<file path="config.mk">
export PLATFORM = sky130hd
export DESIGN_NAME = cubic_bezier_flatten
export DESIGN_NICKNAME = d
export VERILOG_FILES = /design/src/bzf_pkg.sv /design/src/bzf_datapath.sv /design/src/bzf_ctrl.sv /design/src/cubic_bezier_flatten.sv
export SDC_FILE = /design/constraint.sdc
export NUM_CORES = 2
export LEC_CHECK = 0
export BUFFER_PORTS_ARGS = -buffer_cell sky130_fd_sc_hd__buf_2
export CORE_MARGIN = 2
export CORE_UTILIZATION = 45
export DETAILED_ROUTE_END_ITERATION = 6
export PLACE_DENSITY = 0.68
export SLEW_MARGIN = 20
export SYNTH_ARGS = -nofsm -noshare
export SYNTH_HDL_FRONTEND = slang
export SYNTH_SLANG_ARGS = --single-unit
export TNS_END_PERCENT = 20
</file>
<file path="constraint.sdc">
create_clock -name clk -period 8.05 [get_ports clk]
set_input_delay 1.61 -clock clk [delete_from_list [all_inputs] [get_ports clk]]
set_output_delay 1.61 -clock clk [all_outputs]
set_load 0.05 [all_outputs]
</file>
<file path="src/bzf_pkg.sv">
// Shared constants and controller/datapath interface types for the Bezier flattener.
`timescale 1ns / 1ps

package bzf_pkg;

  // Default configuration of the block.
  localparam int BZF_MAX_SEGMENTS = 64;
  localparam int BZF_COORD_BITS   = 16;

  // Fixed width of the sample count field.
  localparam int BZF_COUNT_W = 7;

  // Four Bernstein weights per point.
  localparam int BZF_TAPS   = 4;
  localparam int BZF_TAP_W  = 2;

  // Commands from the controller to the datapath.
  typedef struct packed {
    logic                 load;      // capture an input item
    logic                 pt_next;   // advance to the next curve point
    logic                 wt_a;      // squares and triples of a and b
    logic                 wt_b;      // the four weights
    logic                 acc_clr;   // clear the accumulators
    logic                 mul_en;    // multiply one weight by one coordinate
    logic [BZF_TAP_W-1:0] tap;       // which weight and control point
    logic                 acc_en;    // add the registered product
    logic                 div_init;  // load the divider
    logic                 div_step;  // one quotient bit
    logic                 res_load;  // load the output register
  } bzf_cmd_t;

  // Status from the datapath to the controller.
  typedef struct packed {
    logic err;   // item yields the single error result
    logic last;  // current point is the final one
  } bzf_status_t;

endpackage

</file>
<file path="src/bzf_datapath.sv">
// Datapath: weight generation, multiply-accumulate and restoring divider for both axes.
`timescale 1ns / 1ps

module bzf_datapath import bzf_pkg::*; #(
  parameter int MAX_SEGMENTS = BZF_MAX_SEGMENTS,
  parameter int COORD_BITS   = BZF_COORD_BITS
) (
  input  logic                         clk,
  input  bzf_cmd_t                     cmd,
  output bzf_status_t                  st,
  input  logic                         in_start_valid,
  input  logic signed [COORD_BITS-1:0] in_start_x,
  input  logic signed [COORD_BITS-1:0] in_start_y,
  input  logic signed [COORD_BITS-1:0] in_ctrl1_x,
  input  logic signed [COORD_BITS-1:0] in_ctrl1_y,
  input  logic signed [COORD_BITS-1:0] in_ctrl2_x,
  input  logic signed [COORD_BITS-1:0] in_ctrl2_y,
  input  logic signed [COORD_BITS-1:0] in_end_x,
  input  logic signed [COORD_BITS-1:0] in_end_y,
  input  logic        [BZF_COUNT_W-1:0] in_sample_count,
  output logic signed [COORD_BITS-1:0] out_point_x,
  output logic signed [COORD_BITS-1:0] out_point_y,
  output logic                         out_last,
  output logic                         out_error
);

  localparam int SEG_W = $clog2(MAX_SEGMENTS + 1);
  localparam int W_W   = 3 * SEG_W;            // a weight never exceeds m^3
  localparam int NUM_W = W_W + COORD_BITS;     // signed numerator
  localparam int LANES = 2;                    // x and y

  // Captured item.
  logic signed [COORD_BITS-1:0] p_r [LANES][BZF_TAPS];
  logic        [SEG_W-1:0]      m_r;
  logic        [SEG_W-1:0]      i_r;
  logic                         err_r;

  // Weight pipeline.
  logic [SEG_W-1:0]   a_r, b_r;
  logic [2*SEG_W-1:0] aa_r, bb_r;
  logic [SEG_W+1:0]   a3_r, b3_r;
  logic [W_W-1:0]     w_r [BZF_TAPS];

  // Multiply-accumulate and divider, one lane per axis.
  logic signed [NUM_W-1:0]      prod_r [LANES];
  logic signed [NUM_W-1:0]      acc_r  [LANES];
  logic        [NUM_W-1:0]      rem_r  [LANES];
  logic        [COORD_BITS-1:0] q_r    [LANES];
  logic                         neg_r  [LANES];
  logic        [NUM_W-1:0]      dsh_r;

  // Output register.
  logic signed [COORD_BITS-1:0] res_r [LANES];
  logic                         last_r;
  logic                         error_r;

  // Combinational helpers.
  logic [BZF_COUNT_W-1:0]  nm1;
  logic [SEG_W-1:0]        m_load;
  logic [SEG_W-1:0]        a_cur;
  logic [2*SEG_W-1:0]      a_ext, b_ext;
  logic [W_W-1:0]          aa_ext, bb_ext, a_w, b_w, a3_w, b3_w;
  logic signed [W_W:0]     wsel_s;
  logic signed [NUM_W-1:0] prod [LANES];
  logic [NUM_W-1:0]        den;
  logic [NUM_W-1:0]        diff [LANES];

  // Segment count, saturated at the maximum.
  always_comb begin
    nm1 = in_sample_count - BZF_COUNT_W'(1);
    if (nm1 > BZF_COUNT_W'(MAX_SEGMENTS)) begin
      m_load = SEG_W'(MAX_SEGMENTS);
    end else begin
      m_load = SEG_W'(nm1);
    end
  end

  // Operands for the weight products, widened so that nothing overflows.
  always_comb begin
    a_cur  = m_r - i_r;
    a_ext  = (2*SEG_W)'(a_cur);
    b_ext  = (2*SEG_W)'(i_r);
    aa_ext = W_W'(aa_r);
    bb_ext = W_W'(bb_r);
    a_w    = W_W'(a_r);
    b_w    = W_W'(b_r);
    a3_w   = W_W'(a3_r);
    b3_w   = W_W'(b3_r);
  end

  // Weight times coordinate for both axes, and the divisor m^3 as the sum of weights.
  always_comb begin
    wsel_s = $signed({1'b0, w_r[cmd.tap]});
    for (int l = 0; l < LANES; l++) begin
      prod[l] = wsel_s * p_r[l][cmd.tap];
      diff[l] = rem_r[l] - dsh_r;
    end
    den = NUM_W'(w_r[0]) + NUM_W'(w_r[1]) + NUM_W'(w_r[2]) + NUM_W'(w_r[3]);
  end

  // Item capture and point index.
  always_ff @(posedge clk) begin
    if (cmd.load) begin
      p_r[0][0] <= in_start_x;
      p_r[0][1] <= in_ctrl1_x;
      p_r[0][2] <= in_ctrl2_x;
      p_r[0][3] <= in_end_x;
      p_r[1][0] <= in_start_y;
      p_r[1][1] <= in_ctrl1_y;
      p_r[1][2] <= in_ctrl2_y;
      p_r[1][3] <= in_end_y;
      m_r       <= m_load;
      err_r     <= !in_start_valid || (in_sample_count < BZF_COUNT_W'(2));
      i_r       <= SEG_W'(1);
    end else if (cmd.pt_next) begin
      i_r <= i_r + SEG_W'(1);
    end
  end

  // Bernstein weights in two registered steps.
  always_ff @(posedge clk) begin
    if (cmd.wt_a) begin
      a_r  <= a_cur;
      b_r  <= i_r;
      aa_r <= a_ext * a_ext;
      bb_r <= b_ext * b_ext;
      a3_r <= (SEG_W+2)'(a_cur) + (SEG_W+2)'({a_cur, 1'b0});
      b3_r <= (SEG_W+2)'(i_r) + (SEG_W+2)'({i_r, 1'b0});
    end
    if (cmd.wt_b) begin
      w_r[0] <= aa_ext * a_w;
      w_r[1] <= aa_ext * b3_w;
      w_r[2] <= bb_ext * a3_w;
      w_r[3] <= bb_ext * b_w;
    end
  end

  // Multiply-accumulate and restoring division for both axes.
  always_ff @(posedge clk) begin
    for (int l = 0; l < LANES; l++) begin
      if (cmd.mul_en) begin
        prod_r[l] <= prod[l];
      end
      if (cmd.acc_clr) begin
        acc_r[l] <= '0;
      end else if (cmd.acc_en) begin
        acc_r[l] <= acc_r[l] + prod_r[l];
      end
      if (cmd.div_init) begin
        neg_r[l] <= acc_r[l][NUM_W-1];
        rem_r[l] <= acc_r[l][NUM_W-1] ? NUM_W'(-acc_r[l]) : NUM_W'(acc_r[l]);
        q_r[l]   <= '0;
      end else if (cmd.div_step) begin
        if (rem_r[l] >= dsh_r) begin
          rem_r[l] <= diff[l];
          q_r[l]   <= {q_r[l][COORD_BITS-2:0], 1'b1};
        end else begin
          q_r[l]   <= {q_r[l][COORD_BITS-2:0], 1'b0};
        end
      end
    end
    if (cmd.div_init) begin
      dsh_r <= den << (COORD_BITS - 1);
    end else if (cmd.div_step) begin
      dsh_r <= dsh_r >> 1;
    end
  end

  // Output register: signed quotient, or the error result.
  always_ff @(posedge clk) begin
    if (cmd.res_load) begin
      for (int l = 0; l < LANES; l++) begin
        if (err_r) begin
          res_r[l] <= '0;
        end else if (neg_r[l]) begin
          res_r[l] <= -$signed(q_r[l]);
        end else begin
          res_r[l] <= $signed(q_r[l]);
        end
      end
      last_r  <= err_r || (i_r == m_r);
      error_r <= err_r;
    end
  end

  assign st.err      = err_r;
  assign st.last     = err_r || (i_r == m_r);
  assign out_point_x = res_r[0];
  assign out_point_y = res_r[1];
  assign out_last    = last_r;
  assign out_error   = error_r;

endmodule

</file>
<file path="src/bzf_ctrl.sv">
// Controller: sequences weight, accumulate, divide and output steps for each curve point.
`timescale 1ns / 1ps

module bzf_ctrl import bzf_pkg::*; #(
  parameter int COORD_BITS = BZF_COORD_BITS
) (
  input  logic        clk,
  input  logic        rst_n,
  input  logic        in_valid,
  output logic        in_stall,
  output logic        out_valid,
  input  logic        out_stall,
  input  bzf_status_t st,
  output bzf_cmd_t    cmd
);

  localparam int CNT_W = $clog2(COORD_BITS);

  typedef enum logic [2:0] {
    S_IDLE,
    S_PREP,
    S_WGT_A,
    S_WGT_B,
    S_MAC,
    S_DIV_INIT,
    S_DIV,
    S_EMIT
  } state_t;

  state_t           state_r, state_nxt;
  logic [CNT_W-1:0] cnt_r, cnt_nxt;
  logic             out_valid_r, out_valid_nxt;

  // Next state and datapath commands.
  always_comb begin
    state_nxt     = state_r;
    cnt_nxt       = cnt_r;
    out_valid_nxt = out_valid_r;
    cmd           = '0;
    cmd.tap       = cnt_r[BZF_TAP_W-1:0];
    case (state_r)
      S_IDLE: begin
        if (in_valid) begin
          cmd.load  = 1'b1;
          state_nxt = S_PREP;
        end
      end
      S_PREP: begin
        if (st.err) begin
          cmd.res_load  = 1'b1;
          out_valid_nxt = 1'b1;
          state_nxt     = S_EMIT;
        end else begin
          state_nxt = S_WGT_A;
        end
      end
      S_WGT_A: begin
        cmd.wt_a  = 1'b1;
        state_nxt = S_WGT_B;
      end
      S_WGT_B: begin
        cmd.wt_b    = 1'b1;
        cmd.acc_clr = 1'b1;
        cnt_nxt     = '0;
        state_nxt   = S_MAC;
      end
      S_MAC: begin
        // Products one tap ahead of the accumulation.
        cmd.mul_en = (cnt_r < CNT_W'(BZF_TAPS));
        cmd.acc_en = (cnt_r != '0);
        cnt_nxt    = cnt_r + CNT_W'(1);
        if (cnt_r == CNT_W'(BZF_TAPS)) begin
          state_nxt = S_DIV_INIT;
        end
      end
      S_DIV_INIT: begin
        cmd.div_init = 1'b1;
        cnt_nxt      = '0;
        state_nxt    = S_DIV;
      end
      S_DIV: begin
        cmd.div_step = 1'b1;
        cnt_nxt      = cnt_r + CNT_W'(1);
        if (cnt_r == CNT_W'(COORD_BITS - 1)) begin
          state_nxt = S_EMIT;
        end
      end
      S_EMIT: begin
        // Load the result once, on entry from the divider.
        if (!out_valid_r) begin
          cmd.res_load  = 1'b1;
          out_valid_nxt = 1'b1;
        end else if (!out_stall) begin
          out_valid_nxt = 1'b0;
          if (st.last) begin
            state_nxt = S_IDLE;
          end else begin
            cmd.pt_next = 1'b1;
            state_nxt   = S_WGT_A;
          end
        end
      end
      default: begin
        state_nxt     = S_IDLE;
        out_valid_nxt = 1'b0;
      end
    endcase
  end

  // State, step counter and output valid.
  always_ff @(posedge clk) begin
    if (!rst_n) begin
      state_r     <= S_IDLE;
      cnt_r       <= '0;
      out_valid_r <= 1'b0;
    end else begin
      state_r     <= state_nxt;
      cnt_r       <= cnt_nxt;
      out_valid_r <= out_valid_nxt;
    end
  end

  assign in_stall  = (state_r != S_IDLE);
  assign out_valid = out_valid_r;

endmodule

</file>
<file path="src/cubic_bezier_flatten.sv">
// Top level of the cubic Bezier curve flattener.
//
// The input channel takes one curve per item: start point, two control
// points, end point and the sample count n. For m = min(n-1, MAX_SEGMENTS)
// the result channel then carries m curve points at t = i/m, i = 1..m, each
// coordinate the exact weighted sum divided by m^3 and truncated toward
// zero. The final point carries last. An item without a start point or
// with n below two yields one result with error and last set, point zero.
// Both channels use valid/stall; an item moves when valid is high and
// stall is low. The input stalls for the whole time an item is in work.
// Each point passes through the weight steps, the multiply-accumulate,
// the bit-per-cycle restoring divider and the output register before it
// is offered. A stalled receiver holds the current point and the
// controller waits. Reset clears the controller; the block is ready for
// an item in the first cycle after reset.
`timescale 1ns / 1ps

module cubic_bezier_flatten import bzf_pkg::*; #(
  parameter int MAX_SEGMENTS = BZF_MAX_SEGMENTS,
  parameter int COORD_BITS   = BZF_COORD_BITS
) (
  input  logic                          clk,
  input  logic                          rst_n,
  input  logic                          in_valid,
  output logic                          in_stall,
  input  logic                          in_start_valid,
  input  logic signed [COORD_BITS-1:0]  in_start_x,
  input  logic signed [COORD_BITS-1:0]  in_start_y,
  input  logic signed [COORD_BITS-1:0]  in_ctrl1_x,
  input  logic signed [COORD_BITS-1:0]  in_ctrl1_y,
  input  logic signed [COORD_BITS-1:0]  in_ctrl2_x,
  input  logic signed [COORD_BITS-1:0]  in_ctrl2_y,
  input  logic signed [COORD_BITS-1:0]  in_end_x,
  input  logic signed [COORD_BITS-1:0]  in_end_y,
  input  logic        [BZF_COUNT_W-1:0] in_sample_count,
  output logic                          out_valid,
  input  logic                          out_stall,
  output logic signed [COORD_BITS-1:0]  out_point_x,
  output logic signed [COORD_BITS-1:0]  out_point_y,
  output logic                          out_last,
  output logic                          out_error
);

  bzf_cmd_t    cmd;
  bzf_status_t st;

  // Sequencer.
  bzf_ctrl #(
    .COORD_BITS (COORD_BITS)
  ) u_ctrl (
    .clk       (clk),
    .rst_n     (rst_n),
    .in_valid  (in_valid),
    .in_stall  (in_stall),
    .out_valid (out_valid),
    .out_stall (out_stall),
    .st        (st),
    .cmd       (cmd)
  );

  // Arithmetic.
  bzf_datapath #(
    .MAX_SEGMENTS (MAX_SEGMENTS),
    .COORD_BITS   (COORD_BITS)
  ) u_datapath (
    .clk             (clk),
    .cmd             (cmd),
    .st              (st),
    .in_start_valid  (in_start_valid),
    .in_start_x      (in_start_x),
    .in_start_y      (in_start_y),
    .in_ctrl1_x      (in_ctrl1_x),
    .in_ctrl1_y      (in_ctrl1_y),
    .in_ctrl2_x      (in_ctrl2_x),
    .in_ctrl2_y      (in_ctrl2_y),
    .in_end_x        (in_end_x),
    .in_end_y        (in_end_y),
    .in_sample_count (in_sample_count),
    .out_point_x     (out_point_x),
    .out_point_y     (out_point_y),
    .out_last        (out_last),
    .out_error       (out_error)
  );

endmodule

</file>
* Word-level counts from Yosys, hierarchy flattened
Memory sizes are Yosys's and may differ from the RTL's. A register that Yosys moved wholly into a read port is not among the register bits. Cells that the tools add are included.
Operators by class: $add $sub $neg 17, $mul 8, $lt $le $gt $ge 6, eq/ne operators 16, muxes and demuxes 99, bitwise operators 13, reductions and logical operators 13
Operators by type and width (number):
- two-way mux 37 bit | 8
- two-way mux 16 bit | 12
- adder 37 bit | 2
- >= comparator 37 bit | 2
- multiplier 22 x 16 -> 37 bit | 2
- negation 37 bit | 2
- subtractor 37 bit | 2
- binary-select mux 16 bit (select 2 bit) | 2
- two-way mux 1 bit | 63
- adder 22 x 21 -> 22 bit | 2
- multiplier 14 x 7 -> 21 bit | 2
- multiplier 14 x 9 -> 21 bit | 2
- negation 16 bit | 2
- multiplier 7 x 7 -> 14 bit | 2
- one-hot mux 3 bit (8 select lines) | 1
- adder 21 x 21 -> 22 bit | 1
- adder 7 x 8 -> 9 bit | 2
- two-way mux 3 bit | 6
- == test 3 bit, second input constant | 4
- OR 1 bit | 12
- two-way mux 2 bit | 4
- != test 2 x 1 -> 1 bit, second input constant | 4
- one-hot mux 4 bit (2 select lines) | 1
- adder 7 x 1 -> 7 bit, second input constant | 1
- 24 further kinds | 31
Word-level totals: bits in registers 122, bits in writable memories 500, bits of input ports 140, output and inout port bits 36, logic and storage cells 196, memories 8
Memories:
- u_datapath.p_r | depth 2, width 64, rd ports 2, clocked after Yosys merged registers in 0, wr ports 2, line bzf_datapath.sv:33 | logic signed [COORD_BITS-1:0] p_r [LANES][BZF_TAPS];
- u_datapath.w_r | depth 4, width 21, rd ports 5, clocked after Yosys merged registers in 1, wr ports 4, line bzf_datapath.sv:42 | logic [W_W-1:0] w_r [BZF_TAPS];
- u_datapath.acc_r | depth 2, width 37, rd ports 2, clocked after Yosys merged registers in 0, wr ports 2, line bzf_datapath.sv:46 | logic signed [NUM_W-1:0] acc_r [LANES];
- u_datapath.prod_r | depth 2, width 37, rd ports 2, clocked after Yosys merged registers in 0, wr ports 2, line bzf_datapath.sv:45 | logic signed [NUM_W-1:0] prod_r [LANES];
- u_datapath.rem_r | depth 2, width 37, rd ports 2, clocked after Yosys merged registers in 0, wr ports 2, line bzf_datapath.sv:47 | logic [NUM_W-1:0] rem_r [LANES];
- u_datapath.q_r | depth 2, width 16, rd ports 2, clocked after Yosys merged registers in 0, wr ports 2, line bzf_datapath.sv:48 | logic [COORD_BITS-1:0] q_r [LANES];
- 2 more memories

* Longest topological paths before layout
An unclocked memory read counts as a cell.
depth after elaboration 8, depth in mapped cells 31, depth with buffers taken out 27

* By module
From an unflattened synthesis, not the netlist that was laid out.
Unflattened totals: cell total of the unflattened synthesis 7317, area, all modules 70890.5 um^2
Modules (own cells, without submodules):
- bzf_datapath | times used 1, cells each 7234, area an instance 70247.4 um^2, seq. area each 18007.3 um^2
- bzf_ctrl | times used 1, cells each 83, area an instance 643.1 um^2, seq. area each 160.2 um^2

* Worst setup path after synthesis
No wires, ideal clock.
path type input to register, from input port in_valid, to register u_datapath.err_r (enable), library setup time 642 ps, data arrival time 7457 ps, data required time 7408 ps, path slack -50 ps, stages 2, path buffers 0, cell sequence inv_1 -> nor2_1
RTL lines:
- from (decl) | line cubic_bezier_flatten.sv:24 | input logic in_valid,
- to (signal assigned) | line bzf_datapath.sv:113 | err_r <= !in_start_valid || (in_sample_count < BZF_COUNT_W'(2));
- to (decl) | line bzf_datapath.sv:36 | logic err_r;

==> summary.txt <==
Area leader, netlist - edfxtp_1
Post-synth top flop - edfxtp_1
Nets@finish - 9083
Hold Vio Cnt, Final - 0
Worst clock skew - 0.0337 ns
Vias post-DR - 52200
Largest net degree at the start of global routing - 82
Critical Path Source Type - flop
Finished Layout Cells - 9535
CP Capture Type - flop
Seq/Total Area, Yosys - 0.258
Deepest clock path buffer count - 3
Share of cells above drive strength 1 - 0.0720
Avg Inst Size Synth - 9.67 um^2
GRT Overall Usage - 0.247
Status - finished, final reports clean
Final period util - 0.948
DIE HEIGHT - 400 um
# port buffers - 175
Hold Path Sink - u_datapath.dsh_r[2]
Worst path cell trace - mux4_2, buf_4, inv_1, nor2_1, fa_1, inv_1, fa_1, inv_1, fa_1, fa_1, fa_1, inv_1, fa_1, inv_1, ha_1, and3_1, nand2_1, nor3_1, a211o_1, o21ai_0, nand3_1, a31o_2, a21oi_1, xnor2_1
Mapped Area - 0.0707 mm^2
Worst Hold Class - reg2reg
Initial antenna violation count - 17
Hold Startpoint - u_datapath.dsh_r[3]
FF-to-FF End - u_datapath.prod_r[0][72]
Area grow syn2layout - 8.26%
Setup_tns - 0 ns
Count of final setup violators - 0
CTS tree - built
Hpwl dp - 157000 um
Commonest cells after routing, fill and taps aside - inv_1, nand2_1, fa_1, ha_1, edfxtp_1
CP Data Required Time - 8.49 ns
Die ar. - 0.160 mm^2
Pins Over Slew Limit - 0
Post-synth EDFFs - 585
Synth top area cells - edfxtp_1, fa_1, ha_1
WL/cell - 20.5 um
Inserted Clock Buffers - 71
Core Region - 0.156 mm^2
R2r worst-path depth - 24
Worst path top cell family by delay - adder cells
Final GP Congestion - 0.960
Ports - 176
Vias in the first global route - 54700
RSZ-0062 raised after global routing - false
Fin crit period - 7.63 ns
Slew headroom - 0.258
Sink Count - 617
Num rows - 145
# DRC - 0
Root buf cell - clkbuf_16
Die width - 400 um
Leading cell type in the layout, fill and taps excluded - inv_1
Max Cap Violations - 0
Placed instance count - 9398
Number of DRC markers in iteration 0 - 3860
Cell mode on critical path - fa_1
First-pass GRT wire length - 308000 um
CP Buf/Inv Count - 6
Synth top area share - 0.249
Worst skew pair latency - 0.71 ns
Post-DRT Antenna Nets - 0
Hold path cells - 2
Worst-margin pin slew - 1.10 ns
CTS H-tree lvls - 3
Flops & latches, synth - 617
Initial Util - 0.453
CP max FO - 21
Yosys cell types - 77
Worst-path clk slew - 0.06 ns
Async SR Flop Fraction - 0
Worst Path Arrival - 8.07 ns
Worst reg2reg setup slack - 0.42 ns
Crit-path max cell delay - 0.82 ns
Pre-Repair DR Iteration Count - 6
Yosys Warn Count - 0
Critical-path top delay cell - mux4_2
Final wirelength - 196000 um
GR Overflow Total - 0
Achievable Freq - 131 MHz
Cts hold-fix bufs - 0
Syn Inst Count - 7304
Vias per cell - 5.47
Final Util - 0.490
Crit Path Category - reg2reg
-- state kept, by name, summed over array words and instances, names as in the netlist, 6 cells and up, named ones only --
signal and flops:
u_datapath.a3_r 9, u_datapath.a_r 6, u_datapath.aa_r 12, u_datapath.acc_r 74
u_datapath.b3_r 9, u_datapath.b_r 6, u_datapath.bb_r 12, u_datapath.dsh_r 37
u_datapath.i_r 7, u_datapath.m_r 7, u_datapath.p_r 128, u_datapath.prod_r 74
u_datapath.q_r 32, u_datapath.rem_r 74, u_datapath.res_r 32, u_datapath.w_r 83
-- per-layer routing --
metal / vias to the layer above / GRT usage / wire length (um)
met5: - / 0 / 0
met4: 0 / 0.108 / 9200
met3: 374 / 0.0434 / 14200
met2: 1702 / 0.411 / 93200
met1: 26100 / 0.316 / 79300
li1: 24000 / - / -
-- worst min-delay path, cell delays in order (launching register included) --
cell     delay (ns)
dfxtp_1        0.32
nand2_1        0.06
a21oi_1        0.05
-- stage by stage --
step / hold WS [ns] / cell area [um^2] / worst slack [ns]
after global routing: 0.495 / 76500 / 0.0178
after floorplan: 0.439 / 70700 / 0.258
after CTS: 0.468 / 76500 / 0.263
final: 0.464 / 76500 / 0.420
after global placement: 0.453 / 74100 / 0.437
after detailed placement: 0.461 / 74100 / 0.282
-- what timing repair did --
action | in CTS | in global routing
resized for setup | 0 | 4
buffers inserted | 0 | 0
endpoints found under the setup margin | 0 | 6
-- worst max path at each step --
| stage | startpoint | endpoint | slack (ns) | cells past startpoint |
|---|---|---|---|---|
| 6_report | flop | u_datapath.prod_r[0][72] | 0.42 | 24 |
| 5_1_grt | u_ctrl.cnt_r[1] | u_datapath.prod_r[0][36] | 0.02 | 25 |
| 4_1_cts | flop | u_datapath.prod_r[0][72] | 0.26 | 27 |
| 3_5_place_dp | flop | u_datapath.prod_r[0][72] | 0.28 | 27 |
| 3_3_place_gp | u_ctrl.cnt_r[0] | u_datapath.prod_r[0][73] | 0.44 | 23 |
| 2_1_floorplan | u_ctrl.cnt_r[1] | u_datapath.prod_r[0][73] | 0.26 | 29 |
-- cells in the mapped netlist, drive strengths merged, types with 19 or more instances --
cell    count
nand3      54
mux2i      47
o21bai     54
nor2b      57
o22ai      19
xor2      160
o21a       69
inv      1161
or2        21
nand2     912
nor2      557
mux2       38
a31oi      29
dfxtp      32
xnor2     270
edfxtp    585
or4        22
and2      249
a211oi     31
o31ai      41
or3        27
ha        660
o21ai     248
fa        870
a21o      151
nand4      35
a21oi     307
nand2b     43
clkbuf    256
and3       35
nor3       56
-- cells by family after synthesis --
family | Yosys count | share of synthesized area
XOR/XNOR | 430 | 0.0533
AO/OA/AOI/OAI | 1088 | 0.0977
other | 2 | 0.000106
buffers and inverters | 1431 | 0.0760
flip-flops | 617 | 0.258
multiplexers | 102 | 0.0181
AND/OR/NAND/NOR | 2104 | 0.134
adder cells (fa/ha/maj) | 1530 | 0.363
-- cell type report --
| type | instances | area (um^2) |
|---|---|---|
| Antenna cell | 7 | 17.5 |
| Clock buffer | 87 | 1940 |
| Clock inverter | 43 | 385 |
| Fill cell | 14400 | 79500 |
| Inverter | 1161 | 4360 |
| Multi-Input combinational cell | 5265 | 47200 |
| Sequential cell | 617 | 18200 |
| Tap cell | 2058 | 2570 |
| Timing Repair Buffer | 297 | 1800 |
Power is not shown: default switching activity piles up to over one toggle a cycle in this logic, so the estimate is an artifact.
